==> src/hw/rtl/mtq_pkg.sv <==
package mtq_pkg;

   localparam int DATA_W        = 32;
   localparam int DEPTH_DEFAULT = 16;

   localparam logic MODE_PUSH = 1'b0;
   localparam logic MODE_POP  = 1'b1;

   typedef enum logic [2:0] {
      S_IDLE,
      S_POP_CHECK,
      S_SCAN,
      S_SCAN_TAIL,
      S_DONE
   } state_type;

   typedef struct packed {
      logic push;
      logic reject;
      logic pop_last;
      logic pop_start;
      logic scan_start;
      logic scan_issue;
      logic rsp_load;
   } cmd_type;

   typedef struct packed {
      logic empty;
      logic full;
      logic single;
      logic gone_is_max;
      logic scan_last;
   } status_type;

endpackage

==> src/hw/rtl/mtq_ram.sv <==
module mtq_ram #(
   parameter int WIDTH = mtq_pkg::DATA_W,
   parameter int DEPTH = mtq_pkg::DEPTH_DEFAULT,
   localparam int AW = $clog2(DEPTH)
) (
   input  logic             clock,
   input  logic             wr_en,
   input  logic [AW-1:0]    wr_addr,
   input  logic [WIDTH-1:0] wr_data,
   input  logic             rd_en,
   input  logic [AW-1:0]    rd_addr,
   output logic [WIDTH-1:0] rd_data
);

   logic [WIDTH-1:0] mem_ff [DEPTH];
   logic [WIDTH-1:0] rd_data_ff;

   always_ff @(posedge clock) begin
      if (wr_en) begin
         mem_ff[wr_addr] <= wr_data;
      end
      if (rd_en) begin
         rd_data_ff <= mem_ff[rd_addr];
      end
   end

   assign rd_data = rd_data_ff;

endmodule

==> src/hw/rtl/mtq_datapath.sv <==
module mtq_datapath #(
   parameter int DEPTH = mtq_pkg::DEPTH_DEFAULT,
   localparam int IDX_W = $clog2(DEPTH),
   localparam int CNT_W = $clog2(DEPTH + 1)
) (
   input  logic                               clock,
   input  logic                               reset,
   input  logic signed [mtq_pkg::DATA_W-1:0]  req_value,
   input  mtq_pkg::cmd_type                   cmd,
   output mtq_pkg::status_type                status,
   output logic                               rsp_accepted,
   output logic [CNT_W-1:0]                   rsp_count,
   output logic                               rsp_has_max,
   output logic signed [mtq_pkg::DATA_W-1:0]  rsp_max_value
);
   import mtq_pkg::*;

   localparam logic [IDX_W:0]   DEPTH_SUM = (IDX_W + 1)'(DEPTH);
   localparam logic [CNT_W-1:0] DEPTH_CNT = CNT_W'(DEPTH);
   localparam logic [IDX_W-1:0] LAST_IDX  = IDX_W'(DEPTH - 1);

   function automatic logic [IDX_W-1:0] ring_add(input logic [IDX_W-1:0] base,
                                                 input logic [IDX_W-1:0] off);
      logic [IDX_W:0] sum;
      sum = {1'b0, base} + {1'b0, off};
      if (sum >= DEPTH_SUM) begin
         sum = sum - DEPTH_SUM;
      end
      return sum[IDX_W-1:0];
   endfunction

   logic [IDX_W-1:0]         front_ff, front_in;
   logic [CNT_W-1:0]         count_ff, count_in;
   logic signed [DATA_W-1:0] max_ff, max_in;
   logic                     ok_ff, ok_in;
   logic [IDX_W-1:0]         scan_k_ff, scan_k_in;
   logic                     scan_valid_ff, scan_valid_in;
   logic                     scan_first_ff, scan_first_in;

   logic                     rsp_accepted_ff;
   logic [CNT_W-1:0]         rsp_count_ff;
   logic                     rsp_has_max_ff;
   logic signed [DATA_W-1:0] rsp_max_value_ff;

   logic [IDX_W-1:0]         back_off;
   logic [IDX_W-1:0]         push_front;
   logic [IDX_W-1:0]         rd_addr;
   logic                     rd_en;
   logic [DATA_W-1:0]        rd_data;
   logic signed [DATA_W-1:0] rd_value;

   assign back_off   = IDX_W'(count_ff - CNT_W'(1));
   assign push_front = (front_ff == '0) ? LAST_IDX : front_ff - IDX_W'(1);
   assign rd_en      = cmd.pop_start | cmd.scan_issue;
   assign rd_addr    = cmd.pop_start ? ring_add(front_ff, back_off)
                                     : ring_add(front_ff, scan_k_ff);
   assign rd_value   = rd_data;

   mtq_ram #(
      .WIDTH (DATA_W),
      .DEPTH (DEPTH)
   ) u_ram (
      .clock   (clock),
      .wr_en   (cmd.push),
      .wr_addr (push_front),
      .wr_data (req_value),
      .rd_en   (rd_en),
      .rd_addr (rd_addr),
      .rd_data (rd_data)
   );

   always_comb begin
      status.empty       = (count_ff == '0);
      status.full        = (count_ff == DEPTH_CNT);
      status.single      = (count_ff == CNT_W'(1));
      status.gone_is_max = (rd_value == max_ff);
      status.scan_last   = (CNT_W'(scan_k_ff) == count_ff - CNT_W'(1));
   end

   always_comb begin
      front_in      = front_ff;
      count_in      = count_ff;
      max_in        = max_ff;
      ok_in         = ok_ff;
      scan_k_in     = scan_k_ff;
      scan_valid_in = cmd.scan_issue;
      scan_first_in = cmd.scan_issue && (scan_k_ff == '0);

      if (cmd.push) begin
         front_in = push_front;
         count_in = count_ff + CNT_W'(1);
         ok_in    = 1'b1;
         if (count_ff == '0 || req_value > max_ff) begin
            max_in = req_value;
         end
      end
      if (cmd.reject) begin
         ok_in = 1'b0;
      end
      if (cmd.pop_last) begin
         front_in = '0;
         count_in = '0;
         max_in   = '0;
         ok_in    = 1'b1;
      end
      if (cmd.pop_start) begin
         count_in = count_ff - CNT_W'(1);
         ok_in    = 1'b1;
      end
      if (cmd.scan_start) begin
         scan_k_in = '0;
      end
      if (cmd.scan_issue) begin
         scan_k_in = scan_k_ff + IDX_W'(1);
      end
      if (scan_valid_ff) begin
         if (scan_first_ff || rd_value > max_ff) begin
            max_in = rd_value;
         end
      end
   end

   always_ff @(posedge clock) begin
      if (reset) begin
         front_ff      <= '0;
         count_ff      <= '0;
         max_ff        <= '0;
         ok_ff         <= 1'b0;
         scan_valid_ff <= 1'b0;
      end else begin
         front_ff      <= front_in;
         count_ff      <= count_in;
         max_ff        <= max_in;
         ok_ff         <= ok_in;
         scan_valid_ff <= scan_valid_in;
      end
   end

   always_ff @(posedge clock) begin
      scan_k_ff     <= scan_k_in;
      scan_first_ff <= scan_first_in;
      if (cmd.rsp_load) begin
         rsp_accepted_ff  <= ok_ff;
         rsp_count_ff     <= count_ff;
         rsp_has_max_ff   <= (count_ff != '0);
         rsp_max_value_ff <= max_ff;
      end
   end

   assign rsp_accepted  = rsp_accepted_ff;
   assign rsp_count     = rsp_count_ff;
   assign rsp_has_max   = rsp_has_max_ff;
   assign rsp_max_value = rsp_max_value_ff;

endmodule

==> src/hw/rtl/mtq_ctrl.sv <==
module mtq_ctrl (
   input  logic                clock,
   input  logic                reset,
   input  logic                req_valid,
   input  logic                req_mode,
   output logic                req_stall,
   output logic                rsp_valid,
   input  logic                rsp_stall,
   output mtq_pkg::cmd_type    cmd,
   input  mtq_pkg::status_type status
);
   import mtq_pkg::*;

   state_type state_ff, state_in;
   logic      rsp_valid_ff, rsp_valid_in;

   always_ff @(posedge clock) begin
      if (reset) begin
         state_ff     <= S_IDLE;
         rsp_valid_ff <= 1'b0;
      end else begin
         state_ff     <= state_in;
         rsp_valid_ff <= rsp_valid_in;
      end
   end

   always_comb begin
      state_in     = state_ff;
      cmd          = '0;
      req_stall    = 1'b1;
      rsp_valid_in = rsp_valid_ff;
      if (rsp_valid_ff && !rsp_stall) begin
         rsp_valid_in = 1'b0;
      end

      unique case (state_ff)
         S_IDLE: begin
            req_stall = 1'b0;
            if (req_valid) begin
               if (req_mode == MODE_PUSH) begin
                  if (status.full) begin
                     cmd.reject = 1'b1;
                  end else begin
                     cmd.push = 1'b1;
                  end
                  state_in = S_DONE;
               end else begin
                  priority if (status.empty) begin
                     cmd.reject = 1'b1;
                     state_in   = S_DONE;
                  end else if (status.single) begin
                     cmd.pop_last = 1'b1;
                     state_in     = S_DONE;
                  end else begin
                     cmd.pop_start = 1'b1;
                     state_in      = S_POP_CHECK;
                  end
               end
            end
         end
         S_POP_CHECK: begin
            if (status.gone_is_max) begin
               cmd.scan_start = 1'b1;
               state_in       = S_SCAN;
            end else begin
               state_in = S_DONE;
            end
         end
         S_SCAN: begin
            cmd.scan_issue = 1'b1;
            if (status.scan_last) begin
               state_in = S_SCAN_TAIL;
            end
         end
         S_SCAN_TAIL: begin
            state_in = S_DONE;
         end
         S_DONE: begin
            if (!rsp_valid_ff || !rsp_stall) begin
               cmd.rsp_load = 1'b1;
               rsp_valid_in = 1'b1;
               state_in     = S_IDLE;
            end
         end
         default: begin
            state_in = S_IDLE;
         end
      endcase
   end

   assign rsp_valid = rsp_valid_ff;

endmodule

==> src/hw/rtl/max_tracking_queue.sv <==
// channel   direction  beat fields
// req_      in         mode (0 push at front, 1 pop from back), value
// rsp_      out        accepted, count, has_max, max_value
//
// Push and rejected items go straight to the response state; a pop from a queue of
// two or more entries first checks whether it removed the maximum. If so, it rescans
// the remaining N entries through the single read port of the entry RAM, one per cycle.
// Reset clears count, front index and maximum; the entry RAM is not cleared.
// A new beat is taken while the previous result still waits on rsp_stall;
// its result then waits for the output register.
module max_tracking_queue #(
   parameter int DEPTH = mtq_pkg::DEPTH_DEFAULT,
   localparam int CNT_W = $clog2(DEPTH + 1)
) (
   input  logic                               clock,
   input  logic                               reset,
   input  logic                               req_valid,
   output logic                               req_stall,
   input  logic                               req_mode,
   input  logic signed [mtq_pkg::DATA_W-1:0]  req_value,
   output logic                               rsp_valid,
   input  logic                               rsp_stall,
   output logic                               rsp_accepted,
   output logic [CNT_W-1:0]                   rsp_count,
   output logic                               rsp_has_max,
   output logic signed [mtq_pkg::DATA_W-1:0]  rsp_max_value
);
   import mtq_pkg::*;

   cmd_type    cmd;
   status_type status;

   mtq_ctrl u_ctrl (
      .clock     (clock),
      .reset     (reset),
      .req_valid (req_valid),
      .req_mode  (req_mode),
      .req_stall (req_stall),
      .rsp_valid (rsp_valid),
      .rsp_stall (rsp_stall),
      .cmd       (cmd),
      .status    (status)
   );

   mtq_datapath #(
      .DEPTH (DEPTH)
   ) u_datapath (
      .clock         (clock),
      .reset         (reset),
      .req_value     (req_value),
      .cmd           (cmd),
      .status        (status),
      .rsp_accepted  (rsp_accepted),
      .rsp_count     (rsp_count),
      .rsp_has_max   (rsp_has_max),
      .rsp_max_value (rsp_max_value)
   );

endmodule

==> config.mk <==
export PLATFORM = sky130hd
export DESIGN_NAME = max_tracking_queue
export DESIGN_NICKNAME = d
export VERILOG_FILES = /design/src/hw/rtl/mtq_pkg.sv /design/src/hw/rtl/mtq_ram.sv /design/src/hw/rtl/mtq_datapath.sv /design/src/hw/rtl/mtq_ctrl.sv /design/src/hw/rtl/max_tracking_queue.sv
export SDC_FILE = /design/constraint.sdc
export NUM_CORES = 1
export LEC_CHECK = 0
export CAP_MARGIN = 0
export CORE_ASPECT_RATIO = 1.4
export CORE_UTILIZATION = 53
export CTS_CLUSTER_DIAMETER = 60
export CTS_CLUSTER_SIZE = 25
export DETAILED_ROUTE_END_ITERATION = 7
export DONT_BUFFER_PORTS = 1
export GPL_ROUTABILITY_DRIVEN = 0
export MAX_ROUTING_LAYER = met4
export PLACE_DENSITY = 0.68
export SETUP_SLACK_MARGIN = 0.02
export SKIP_CTS_REPAIR_TIMING = 1
export SLEW_MARGIN = 10
export SYNTH_ARGS = -nofsm -noshare
export SYNTH_HDL_FRONTEND = slang
export SYNTH_SLANG_ARGS = --single-unit
==> constraint.sdc <==
create_clock -name clock -period 4.2 [get_ports clock]
set_input_delay 0.42 -clock clock [delete_from_list [all_inputs] [get_ports clock]]
set_output_delay 0.42 -clock clock [all_outputs]
set_load 0.02 [all_outputs]
## After elaboration in Yosys (flattened, before gate mapping)

Memory sizes are Yosys's and may differ from the RTL's. A register that Yosys moved wholly into a read port is not among the register bits.
Index checks and enable logic that the tools add are counted.
Widths: inputs -> output; s select.

| cells by class | value |
|---|---|
| $lt $le $gt $ge | 4 |
| equality and inequality tests | 11 |
| reductions and logical operators | 17 |
| $add $sub $neg | 8 |
| bitwise gates (word level) | 1 |
| muxes and demuxes | 48 |

Operator list:

| operator | count |
|---|---|
| $mux 32 | 5 |
| $gt 32x32->1 | 2 |
| $eq 32x32->1 | 1 |
| $mux 4 | 8 |
| $mux 1 | 22 |
| $mux 3 | 7 |
| $mux 5 | 3 |
| $pmux 3 s5 | 1 |
| $sub 4x1->4 const B | 3 |
| $add 4x4->5 | 2 |
| $ge 5x5->1 const B | 2 |
| $logic_not 4->1 | 2 |
| $eq 3x2->1 const B | 2 |
| $add 5x1->5 const B | 1 |
| $eq 4x5->1 | 1 |
| $eq 5x1->1 const B | 1 |
| $eq 5x5->1 const B | 1 |
| $logic_not 5->1 | 1 |
| $reduce_bool 5->1 | 1 |
| $sub 5x1->5 const B | 1 |
| $add 4x1->4 const B | 1 |
| $mux 2 | 2 |
| $ne 2x2->1 const B | 2 |
| $reduce_bool 4->1 | 1 |
| other kinds (12) | 16 |

| storage, ports and cells | value |
|---|---|
| memory bits (writable) | 512 |
| flip-flop bits (word level) | 91 |
| input port bits | 37 |
| memories | 1 |
| logic and storage cells | 103 |
| output and inout bits | 41 |

Memory list:

| name | depth | width | rd ports | clocked after memory_dff | wr ports | RTL line | source |
|---|---|---|---|---|---|---|---|
| u_datapath.u_ram.mem_ff | 16 | 32 | 1 | 1 | 1 | mtq_ram.sv:15 | `logic [WIDTH-1:0] mem_ff [DEPTH];` |

## Longest topological paths before layout

Gate-level depths: netlist of the first run.

| depth | value |
|---|---|
| depth after elaboration | 10 |
| mapped depth | 17 |
| depth with buffers taken out | 13 |

## Cells and area by module

Synthesis of the first run repeated with hierarchy kept, for this count alone.

| second synthesis, totals | value |
|---|---|
| cells, all modules | 1,364 |
| area total of the unflattened synthesis | 25,933.6 um^2 |

Modules (own cells, without submodules):

| module | times used | cells an instance | seq. area each (um^2) | area each (um^2) |
|---|---|---|---|---|
| mtq_ram | 1 | 838 | 16,335.7 | 20,155.6 |
| mtq_datapath | 1 | 490 | 2,172.1 | 5,485.3 |
| mtq_ctrl | 1 | 36 | 80.1 | 292.8 |

## Worst setup path after synthesis of the first run

No wires, ideal clock.

| timing | value |
|---|---|
| path type | reg2reg |
| start | register u_datapath.count_ff[0] |
| end | register u_datapath.u_ram.rd_data_ff[10], in the netlist u_datapath.u_ram.rd_data[10], read port of u_datapath.u_ram.mem_ff (data pin) |
| data arrival time | 3,589 ps |
| required time | 3,939 ps |
| path buffers | 4 |
| clock period less this slack | 3,850 ps |
| path slack | 350 ps |
| stages on the path, launching flop included | 17 |
| setup time | 261 ps |
| cells stage by stage | dfxtp_1 -> clkbuf_1 -> inv_1 -> ha_1 -> buf_2 -> nor2_1 -> o41ai_1 -> or2_1 -> buf_6 -> nand2_1 -> o21ai_0 -> ha_1 -> fa_1 -> xor2_1 -> clkbuf_1 -> mux2i_1 -> mux2i_1 |

| between the ends | value |
|---|---|
| longest elaborated chain between the ends | 7 |
| elaborated cells between the ends (all ways) | 14 |
| classes of those cells | add/sub: 3; order compare: 1; eq/ne: 1; mux: 7; bitwise: 1; reduce/logical: 1 |

Ends and longest elaborated chain:

| item | RTL line | source |
|---|---|---|
| start, declared | mtq_datapath.sv:33 | `logic [CNT_W-1:0] count_ff, count_in;` |
| start signal, assigned | mtq_datapath.sv:132 | `count_ff <= count_in;` |
| branches (longest 7 deep; another with $sub 5x1->5) | n/a |  |
| end, declared | mtq_ram.sv:16 | `logic [WIDTH-1:0] rd_data_ff;` |

Several ways; the timed one is not identified.
A chain may end at the register's enable or synchronous reset.

## Worst setup path in the final report of the first run

| timing | value |
|---|---|
| start | register u_ctrl.state_ff[1] |
| end | register u_datapath.u_ram.rd_data_ff[9], in the netlist u_datapath.u_ram.rd_data[9], read port of u_datapath.u_ram.mem_ff (data pin) |

| between the ends | value |
|---|---|
| longest elaborated chain between the ends | 3 |
| elaborated cells between the ends (all ways) | 6 |
| classes of those cells | eq/ne: 1; mux: 3; bitwise: 1; reduce/logical: 1 |

Ends and longest elaborated chain:

| item | RTL line | source |
|---|---|---|
| start, declared | mtq_ctrl.sv:14 | `state_type state_ff, state_in;` |
| start signal, assigned | mtq_ctrl.sv:22 | `state_ff <= state_in;` |
| $eq 3x2->1 or $logic_not 3->1 (tied branches) | mtq_ctrl.sv:36 | `unique case (state_ff)` |
| $mux 1 or $mux 4 (tied branches) | mtq_ctrl.sv:36 |  |
| $or 1x1->1 or $mux 4 (tied branches) | mtq_datapath.sv:54, mtq_datapath.sv:55 |  |

Several ways; a longest one is shown, not always the timed one.

==> results.toml, run 1 <==
[global_route]
overflow = 0
grt_pass1_vias = 13221
grt_max_degree = 80
antenna_found_initial = 3
grtUsageTotal_pct = 24.8
grt_pass1_wl_microns = 86400

[hold_path]
hold_class = "in -> reg"

[pwr]
ir_drop_mv = 0.661
power_density_nw_per_um2 = 554
p_clk_share_pct = 24.3
leakage_nw = 9.65
p_switching_mw = 4.66
comb_power_share_pct = 27.4
netSwitchingFraction_pct = 29.3
seq_power_share_pct = 48.4
intPower_mw = 11.3

[finish]
final_core_util_pct = 59.5
drive_gt1_share_pct = 18.3
fillers = 3535
nets = 1520
area_growth_pct = 10.4

[timing]
worst_pin_slew_ns = 1.14
finalMaxSlewViolations = 0
fmaxAchievable_mhz = 253
rsz0062_at_grt = "false"
finalCritPeriodShare_pct = 94.2
min_period_ns = 3.96
max_slew_margin_pct = 24.0
hold_viol_final = 0
finClkSkew_ns = 0.0206
setup_viol = 0
tns_ns = 0

[yosys]
synth_cell_types = 69
synth_compound_area_share_pct = 3.62
synth_edf_count = 587
ys_seq_area_share_pct = 71.4
ys.flop_type = "edfxtp_1"
synth-xor-area-share_pct = 0.510
synth_area_sq_um = 26000
synth_top_family_by_area = "multiplexers"
synth-seq-cells = 635
avgSynthCellArea_sq_um = 19.3
synth_cells = 1351
synth_async_sr_flop_share_pct = 0
yosys_warnings = 0
post_synth_and_or_nand_nor_area_fraction_pct = 2.67
synth_fa_ha_area_share_pct = 3.78
synth_mux_area_share_pct = 16.2
synth_nets = 1466

[clocking]
clk_latency_ns = 0.58
cts-root-buf = "clkbuf_16"
htreeDepth = 2
numCtsBuffers = 35
clock_path_buffers = 3
cts_tree = "done"
clkTransAtPathRegs_ns = 0.09
clock-sinks = 635

[drt]
drt-wirelength-per-cell_microns = 29.1
via_per_inst = 6.29
routed_wl_microns = 59900
vias = 12959
drt-pass1-iter-count = 5
ant_nets = 0
route.detailed.drc = 0
drt-initial-drc-count = 1090

[run_status]
status = "completed"

[critical_path]
crit_path_cell_trace = "nand2b_4 -> or3_1 -> or2_1 -> nand2_1 -> o21ai_0 -> ha_4 -> fa_4 -> buf_16 -> mux4_2 -> mux2i_1 -> mux2i_1"
setup.worst_path.end_class = "flop"
critPathMaxStageDelay_ns = 0.81
path_max_fanout = 79
cp_common_cell = "mux2i_1"
slowest_stage = "fa_4"
start_kind = "flop"
criticalPathCategory = "reg -> reg"
arrival_ns = 4.26
crit_required_ns = 4.50

[die]
chipWidth_microns = 189
initial_core_util_pct = 53.9
fp.dieH_microns = 264
dieArea_sq_um = 50000
num_rows = 95
io-pin-count = 78
core_area_sq_um = 48300

[place]
hpwl_microns = 34500
port_buffers = 0

[job]
drv_cap = 0
-- Yosys cell counts, drive strengths merged (2+ instances only) --
master	n	area [sq um]
a2111oi	2	36.3
a211oi	3	22.5
a21o	6	45.0
a21oi	37	196
a221oi	2	17.5
a311oi	2	23.8
a31o	3	26.3
a31oi	2	12.5
and3	17	106
buf	28	161
clkbuf	32	128
dfxtp	48	961
edfxtp	587	17600
ha	77	963
inv	47	176
mux2i	133	1330
mux4	128	2880
nand2	25	93.8
nand2b	5	38.8
nand3	9	45.0
nand4	12	81.3
nor2	31	116
nor2b	5	31.3
nor3	10	55.1
nor3b	3	32.5
nor4	4	31.3
o21a	2	15.0
o21ai	18	90.1
o21bai	2	18.8
o2bb2ai	32	280
o31ai	4	43.8
or2	2	12.5
or3	3	18.8
xnor2	8	88.8
xor2	5	43.8
-- layer usage --
layer	track usage (%)	share of wire [%]	vias up	routed length [microns]
met5	-	0	-	0
met4	7.76	3.2	0	1890
met3	3.07	4.9	92	2950
met2	42.1	52	384	31200
met1	31.1	40	6895	23800
li1	-	-	5588	-
-- cell type report --
type,instances,area (sq um),area share (%)
Tap cell,630,788,2.74
Sequential cell,635,18600,64.7
Clock inverter,14,190,0.662
Antenna cell,2,5.00,0.0174
Timing Repair Buffer,77,956,3.33
Clock buffer,45,956,3.33
Inverter,47,176,0.614
Multi-Input combinational cell,609,7060,24.6
-- path summary, 6_finish.rpt --
path / start / to / slack, ns / depth (start not counted)
max: u_ctrl.state_ff[1] / u_datapath.u_ram.rd_data[9] / 0.24 / 11
min: req_value[6] / u_datapath.max_ff[6] / 0.02 / 2
max reg2reg: u_ctrl.state_ff[1] / u_datapath.u_ram.rd_data[9] / 0.24 / 11
min reg2reg: u_datapath.ok_ff / u_datapath.rsp_accepted / 0.45 / 0
-- cells in the final DEF (no fill, tap or decap), types with 4 or more instances in the layout --
master and n:
a21oi_1 35, nand2_1 24, xor2_1 4, o21ai_0 17
mux2i_1 133, buf_12 22, clkinv_4 6, inv_1 47
edfxtp_1 587, nand3_1 9, mux4_2 128, dlygate4sd3_1 33
xnor2_1 7, nor2_1 31, nand2b_1 4, nor3_1 9
clkbuf_1 8, o2bb2ai_1 32, ha_1 76, nor2b_1 5
nand4_1 11, a21o_1 6, dfxtp_1 48, clkbuf_16 37
and3_2 16, buf_4 21
-- stage by stage --
step	std cells	total power, mW	worst slack [ns]	hold WS, ns	instance area [sq um]
after floorplan	1351	10.9	0.350	0.403	26000
after detailed placement	1965	12.2	0.233	0.431	27200
after CTS	2024	16.0	0.208	-0.124	28400
after global routing	2059	16.6	0.0329	0.0123	28700
final	2059	15.9	0.245	0.0157	28700
after global placement	1965	12.1	0.284	0.422	27200
-- state kept, by name, indices dropped and copies added, names as in the netlist --
register                  cells
u_datapath.rsp_has_max        1
u_datapath.scan_valid_ff      1
u_datapath.max_ff            32
u_datapath.rsp_count          5
u_ctrl.rsp_valid              1
u_datapath.rsp_max_value     32
u_datapath.u_ram.mem_ff     512
u_datapath.scan_first_ff      1
u_datapath.front_ff           4
u_datapath.ok_ff              1
u_datapath.count_ff           5
u_datapath.rsp_accepted       1
u_ctrl.state_ff               3
u_datapath.scan_k_ff          4
u_datapath.u_ram.rd_data     32
-- critical path: cells and delay by family (launching register included) --
family / cells / cell delay, ns
AOI/OAI and AO/OA: 1 / 0.13
DFF: 1 / 0.39
muxes: 3 / 0.69
adders and majority gates: 2 / 1.01
buffers and inverters: 1 / 0.34
and+or+nand+nor: 4 / 1.01
-- logic make-up (layout without fill, tap and decap cells) --
logic type	count (synthesis)	in the layout
flip-flops	635	635
AO/OA/AOI/OAI	127	127
multiplexers	261	261
buffers and inverters	107	183
adder cells (fa/ha/maj)	78	78
other	0	2
XOR/XNOR	13	13
AND/OR/NAND/NOR	130	130
-- power groups by stage --
stage	Clock, mW	Sequential (mW)	Combinational, mW
5_1_grt	4.13	7.72	4.70
3_5_place_dp	0	7.84	4.31
3_3_place_gp	0	7.83	4.26
4_1_cts	3.93	7.70	4.33
2_1_floorplan	0	7.75	3.15
6_report	3.86	7.70	4.35
Power figures use the tool's default switching activity.
==> inputs of run 2 (changes only) <==
CORE_ASPECT_RATIO = not set   (was 1.4)
CORE_MARGIN = 4   (was not set)
==> run 2 against run 1 <==
  * The run now ends with negative hold slack left
  * Register-to-register slack got worse by 0.04 ns
  * Global-route usage fell by 2.3 points
  * Wire length fell by 1.1%
  * Final area rose by 1.9%
==> results.toml, run 2 (same netlist as run 1, synthesis figures left out) <==
[critical_path]
start_kind = "flop"
crit_required_ns = 4.55
arrival_ns = 4.34
path_max_fanout = 59
criticalPathCategory = "reg -> reg"
setup.worst_path.end_class = "flop"

[pwr]
seq_power_share_pct = 45.9
netSwitchingFraction_pct = 29.5
power_density_nw_per_um2 = 572
leakage_nw = 9.94
p_switching_mw = 4.93
comb_power_share_pct = 26.6
intPower_mw = 11.8
p_clk_share_pct = 27.5
ir_drop_mv = 0.471

[clocking]
cts-root-buf = "clkbuf_16"
cts_tree = "done"
clk_latency_ns = 0.61
clkTransAtPathRegs_ns = 0.09
numCtsBuffers = 43
htreeDepth = 2
clock-sinks = 635
clock_path_buffers = 3

[timing]
finClkSkew_ns = 0.0276
rsz0062_at_grt = "false"
setup_viol = 0
finalCritPeriodShare_pct = 95.1
hold_viol_final = 2
fmaxAchievable_mhz = 250
fin_ws_ns = 0.208
tns_ns = 0
max_slew_margin_pct = 24.4
min_period_ns = 3.99
worst_pin_slew_ns = 1.13
finalMaxSlewViolations = 0
whs_ns = -0.0113

[drt]
vias = 13064
drt-initial-drc-count = 1317
route.detailed.drc = 0
drt-pass1-iter-count = 7
drt-wirelength-per-cell_microns = 27.9
ant_nets = 0
routed_wl_microns = 59200
via_per_inst = 6.16

[global_route]
overflow = 0
grt_max_degree = 65
grtUsageTotal_pct = 22.5
grt_pass1_vias = 12942
antenna_found_initial = 0
grt_pass1_wl_microns = 85500

[hold_path]
hold_class = "in -> reg"

[finish]
fin_area_sq_um = 29300
regArea_sq_um = 18600
multi_input_area_sq_um = 7060
fillers = 3368
n_antenna_cell = 0
stdcell_count = 2120
final_cell_mix = "edfxtp_1 (587), mux2i_1 (133), mux4_2 (128), ha_1 (76), dfxtp_1 (48)"
final_common_cell = "edfxtp_1"
nets = 1544
area_growth_pct = 12.4
largest_reg_flops = 512
top_register = "u_datapath.u_ram.mem_ff"
drive_gt1_share_pct = 20.6

[die]
io-pin-count = 78
chipWidth_microns = 230
initial_core_util_pct = 54.0
dieArea_sq_um = 52700
core_area_sq_um = 48100
fp.dieH_microns = 230
num_rows = 80

[place]
port_buffers = 0
place_area_sq_um = 27300
hpwl_microns = 33700
post-place-ws_ns = 0.129
dp_cells = 2002

[run_status]
violations = "negative hold slack"
status = "finished with violations"

[job]
drv_cap = 0
==> run 2: cell count changes in the layout (fill, tap and decap cells not counted), moves of 4 or more <==
cell	previous run	this run
clkinvlp_4	0	4
clkbuf_16	37	44
inv_8	0	5
clkbuf_1	8	1
clkinv_8	1	6
buf_4	21	37
==> run 2: critical path, cell delays in order, from the launching register on <==
cell and delay [ns]:
dfxtp_1 0.36, inv_1 0.10, ha_1 0.20, nor2_1 0.06, o41ai_1 0.37, or2_1 0.28, o21ai_0 0.19, ha_4 0.21
fa_4 0.85, buf_16 0.29, mux4_2 0.37, mux2i_1 0.23, mux2i_1 0.10
==> run 2: metal layers <==
layer,global-route usage [%],wire (microns),vias to the layer above
li1,-,-,5654
met1,30.4,24900,6877
met2,36.8,29500,442
met3,3.44,3440,91
met4,5.34,1370,0
met5,-,0,-
==> run 2: power groups by stage <==
stage                     logic [mW]  registers [mW]  clock network [mW]
after floorplan                 3.15            7.75                   0
after global placement          4.24            7.82                   0
after detailed placement        4.30            7.83                   0
after CTS                       4.32            7.69                4.69
after global routing            4.81            7.72                4.96
final                           4.44            7.68                4.60
==> run 2: layout make-up <==
type | instances | share of cell area (%)
Sequential cell | 635 | 63.5
Timing Repair Buffer | 93 | 3.61
Inverter | 47 | 0.603
Tap cell | 656 | 2.81
Multi-Input combinational cell | 609 | 24.1
Clock buffer | 47 | 3.87
Clock inverter | 33 | 1.44
==> run 2: metrics by stage <==
| stage | hold slack [ns] | power, mW | util (%) |
|---|---|---|---|
| 6_report | -0.0113 | 16.7 | 60.8 |
| 2_1_floorplan | 0.403 | 10.9 | - |
| 5_1_grt | 0.000819 | 17.5 | 60.8 |
| 3_3_place_gp | 0.422 | 12.1 | 56.7 |
| 4_1_cts | -0.140 | 16.7 | 59.9 |
| 3_5_place_dp | 0.423 | 12.1 | 56.7 |
==> run 2: worst paths after layout <==
| check | from | end | slack [ns] | cells after the start |
|---|---|---|---|---|
| max | u_datapath.count_ff[1] | u_datapath.u_ram.rd_data[15] | 0.21 | 12 |
| min | req_value[10] | u_datapath.max_ff[10] | -0.01 | 2 |
| max reg2reg | u_datapath.count_ff[1] | u_datapath.u_ram.rd_data[15] | 0.21 | 12 |
| min reg2reg | u_datapath.ok_ff | u_datapath.rsp_accepted | 0.44 | 0 |
==> inputs of run 3 (changes only) <==
PLACE_DENSITY = 0.69   (was 0.68)
==> run 3 against run 2 <==
  * The flow still finishes with violations (negative hold slack)
  * Non-clock buffer count down 2
  * Clock-buffer cell count down 1
  * Power down 0.13%
  * Maximum frequency up 1.8%
  * Global-route usage down 0.19 points
  * Via count down 1.0%
  * Core utilization down 0.052 points
==> results.toml, run 3 (same netlist as run 1, synthesis figures left out) <==
[run_status]
status = "finished with violations"
violations = "negative hold slack"

[clocking]
cts_tree = "done"
htreeDepth = 2
clk_latency_ns = 0.60
clock-sinks = 635
clock_path_buffers = 3
clkTransAtPathRegs_ns = 0.09
numCtsBuffers = 43
cts-root-buf = "clkbuf_16"

[global_route]
antenna_found_initial = 1
grt_pass1_wl_microns = 84800
grt_pass1_vias = 12882
grt_max_degree = 37
grtUsageTotal_pct = 22.3
overflow = 0

[critical_path]
critPathMaxStageDelay_ns = 0.96
path_max_fanout = 36
crit_required_ns = 4.54
slowest_stage = "fa_4"
reg2reg_from = "u_datapath.count_ff[0]"
criticalPathCategory = "reg -> reg"
r2r-end = "u_datapath.u_ram.rd_data[25]"
reg2reg_depth = 11
start_kind = "flop"
r2r_slack_ns = 0.28
cp_common_cell = "mux2i_1"
setup.worst_path.end_class = "flop"
startpoint = "u_datapath.count_ff[0]"
crit_path_cell_trace = "ha_1 -> nor2_1 -> o41ai_1 -> or2_1 -> o21ai_0 -> ha_4 -> fa_4 -> buf_12 -> mux4_2 -> mux2i_1 -> mux2i_1"
arrival_ns = 4.26

[die]
chipWidth_microns = 230
num_rows = 80
initial_core_util_pct = 54.0
dieArea_sq_um = 52700
core_area_sq_um = 48100
io-pin-count = 78
fp.dieH_microns = 230

[drt]
wl_met1_microns = 25200
top_layer_used = "met4"
drt-initial-drc-count = 1398
drt-pass1-iter-count = 5
route.detailed.drc = 0
wl_met2_microns = 27900
drt-wirelength-per-cell_microns = 27.6
wl_met3_microns = 4260
via_per_inst = 6.11
routed_wl_microns = 58500
ant_nets = 0
vias = 12934

[finish]
n_antenna_cell = 0
drive_gt1_share_pct = 20.5
fillers = 3390
final_common_cell = "edfxtp_1"
final_cell_mix = "edfxtp_1 (587), mux2i_1 (133), mux4_2 (128), ha_1 (76), dfxtp_1 (48)"
largest_reg_flops = 512
nets = 1542
top_register = "u_datapath.u_ram.mem_ff"
multi_input_area_sq_um = 7060
stdcell_count = 2117
regArea_sq_um = 18600
area_growth_pct = 12.3

[pwr]
leakage_nw = 9.92
ir_drop_mv = 0.301
power_density_nw_per_um2 = 572
comb_power_share_pct = 26.1
netSwitchingFraction_pct = 29.7
seq_power_share_pct = 46.1
p_clk_share_pct = 27.8
intPower_mw = 11.7
p_switching_mw = 4.96
finalPower_mw = 16.7

[timing]
finalCritPeriodShare_pct = 93.4
min_period_ns = 3.92
whs_ns = -0.00103
hold_viol_final = 1
worst_pin_slew_ns = 1.03
finalMaxSlewViolations = 0
fmaxAchievable_mhz = 255
finClkSkew_ns = 0.0280
setup_viol = 0
rsz0062_at_grt = "false"
max_slew_margin_pct = 30.9
tns_ns = 0

[place]
port_buffers = 0
hpwl_microns = 34800
dp_cells = 2000

[hold_path]
min_path_cells = 2
min_to = "u_datapath.max_ff[14]"
hp-start = "req_value[14]"
hold_class = "in -> reg"

[job]
drv_cap = 0
run 3: worst max-delay path by stage:
stage | endpoint | slack, ns | cells after the start
after floorplan | u_datapath.u_ram.rd_data[10] | 0.35 | 16
after global placement | u_datapath.max_ff[18] | 0.20 | 10
after detailed placement | u_datapath.max_ff[20] | 0.19 | 10
after CTS | u_datapath.max_ff[20] | 0.12 | 10
after global routing | u_datapath.u_ram.rd_data[2] | 0.04 | 11
final | u_datapath.u_ram.rd_data[25] | 0.28 | 11
run 3: worst max-delay path: cells and delay by family, from the launching register on:
kind,cells,cell delay [ns]
buf+inv,1,0.28
mux,3,0.60
flops,1,0.44
simple gates,2,0.32
fa+ha+maj,3,1.39
compound gates,2,0.60
run 3: through the flow:
| stage | worst slack, ns | hold WS [ns] | util [%] | cell area [sq um] |
|---|---|---|---|---|
| finish | 0.278 | -0.00103 | 60.7 | 29200 |
| global route | 0.0448 | 0.000402 | 60.7 | 29200 |
| CTS | 0.122 | -0.139 | 59.9 | 28900 |
| detailed placement | 0.185 | 0.446 | 56.6 | 27300 |
| global placement | 0.199 | 0.444 | 56.6 | 27300 |
| floorplan | 0.350 | 0.403 | - | 26000 |
run 3: cell type report:
type | count | share of cell area (%)
Sequential cell | 635 | 63.6
Multi-Input combinational cell | 609 | 24.1
Clock buffer | 46 | 3.79
Timing Repair Buffer | 91 | 3.42
Tap cell | 656 | 2.81
Clock inverter | 33 | 1.64
Inverter | 47 | 0.604
run 3: routing by layer:
| metal | track usage [%] | up-vias |
|---|---|---|
| li1 | - | 5661 |
| met1 | 31.5 | 6777 |
| met2 | 34.4 | 417 |
| met3 | 4.57 | 79 |
| met4 | 4.70 | 0 |
| met5 | - | - |
run 3: power by group through the flow:
stage               Combinational, mW  Clock (mW)  Sequential, mW
finish                           4.35        4.65            7.70
global route                     4.72        5.03            7.74
CTS                              4.31        4.75            7.71
detailed placement               4.30           0            7.85
global placement                 4.22           0            7.84
floorplan                        3.15           0            7.75
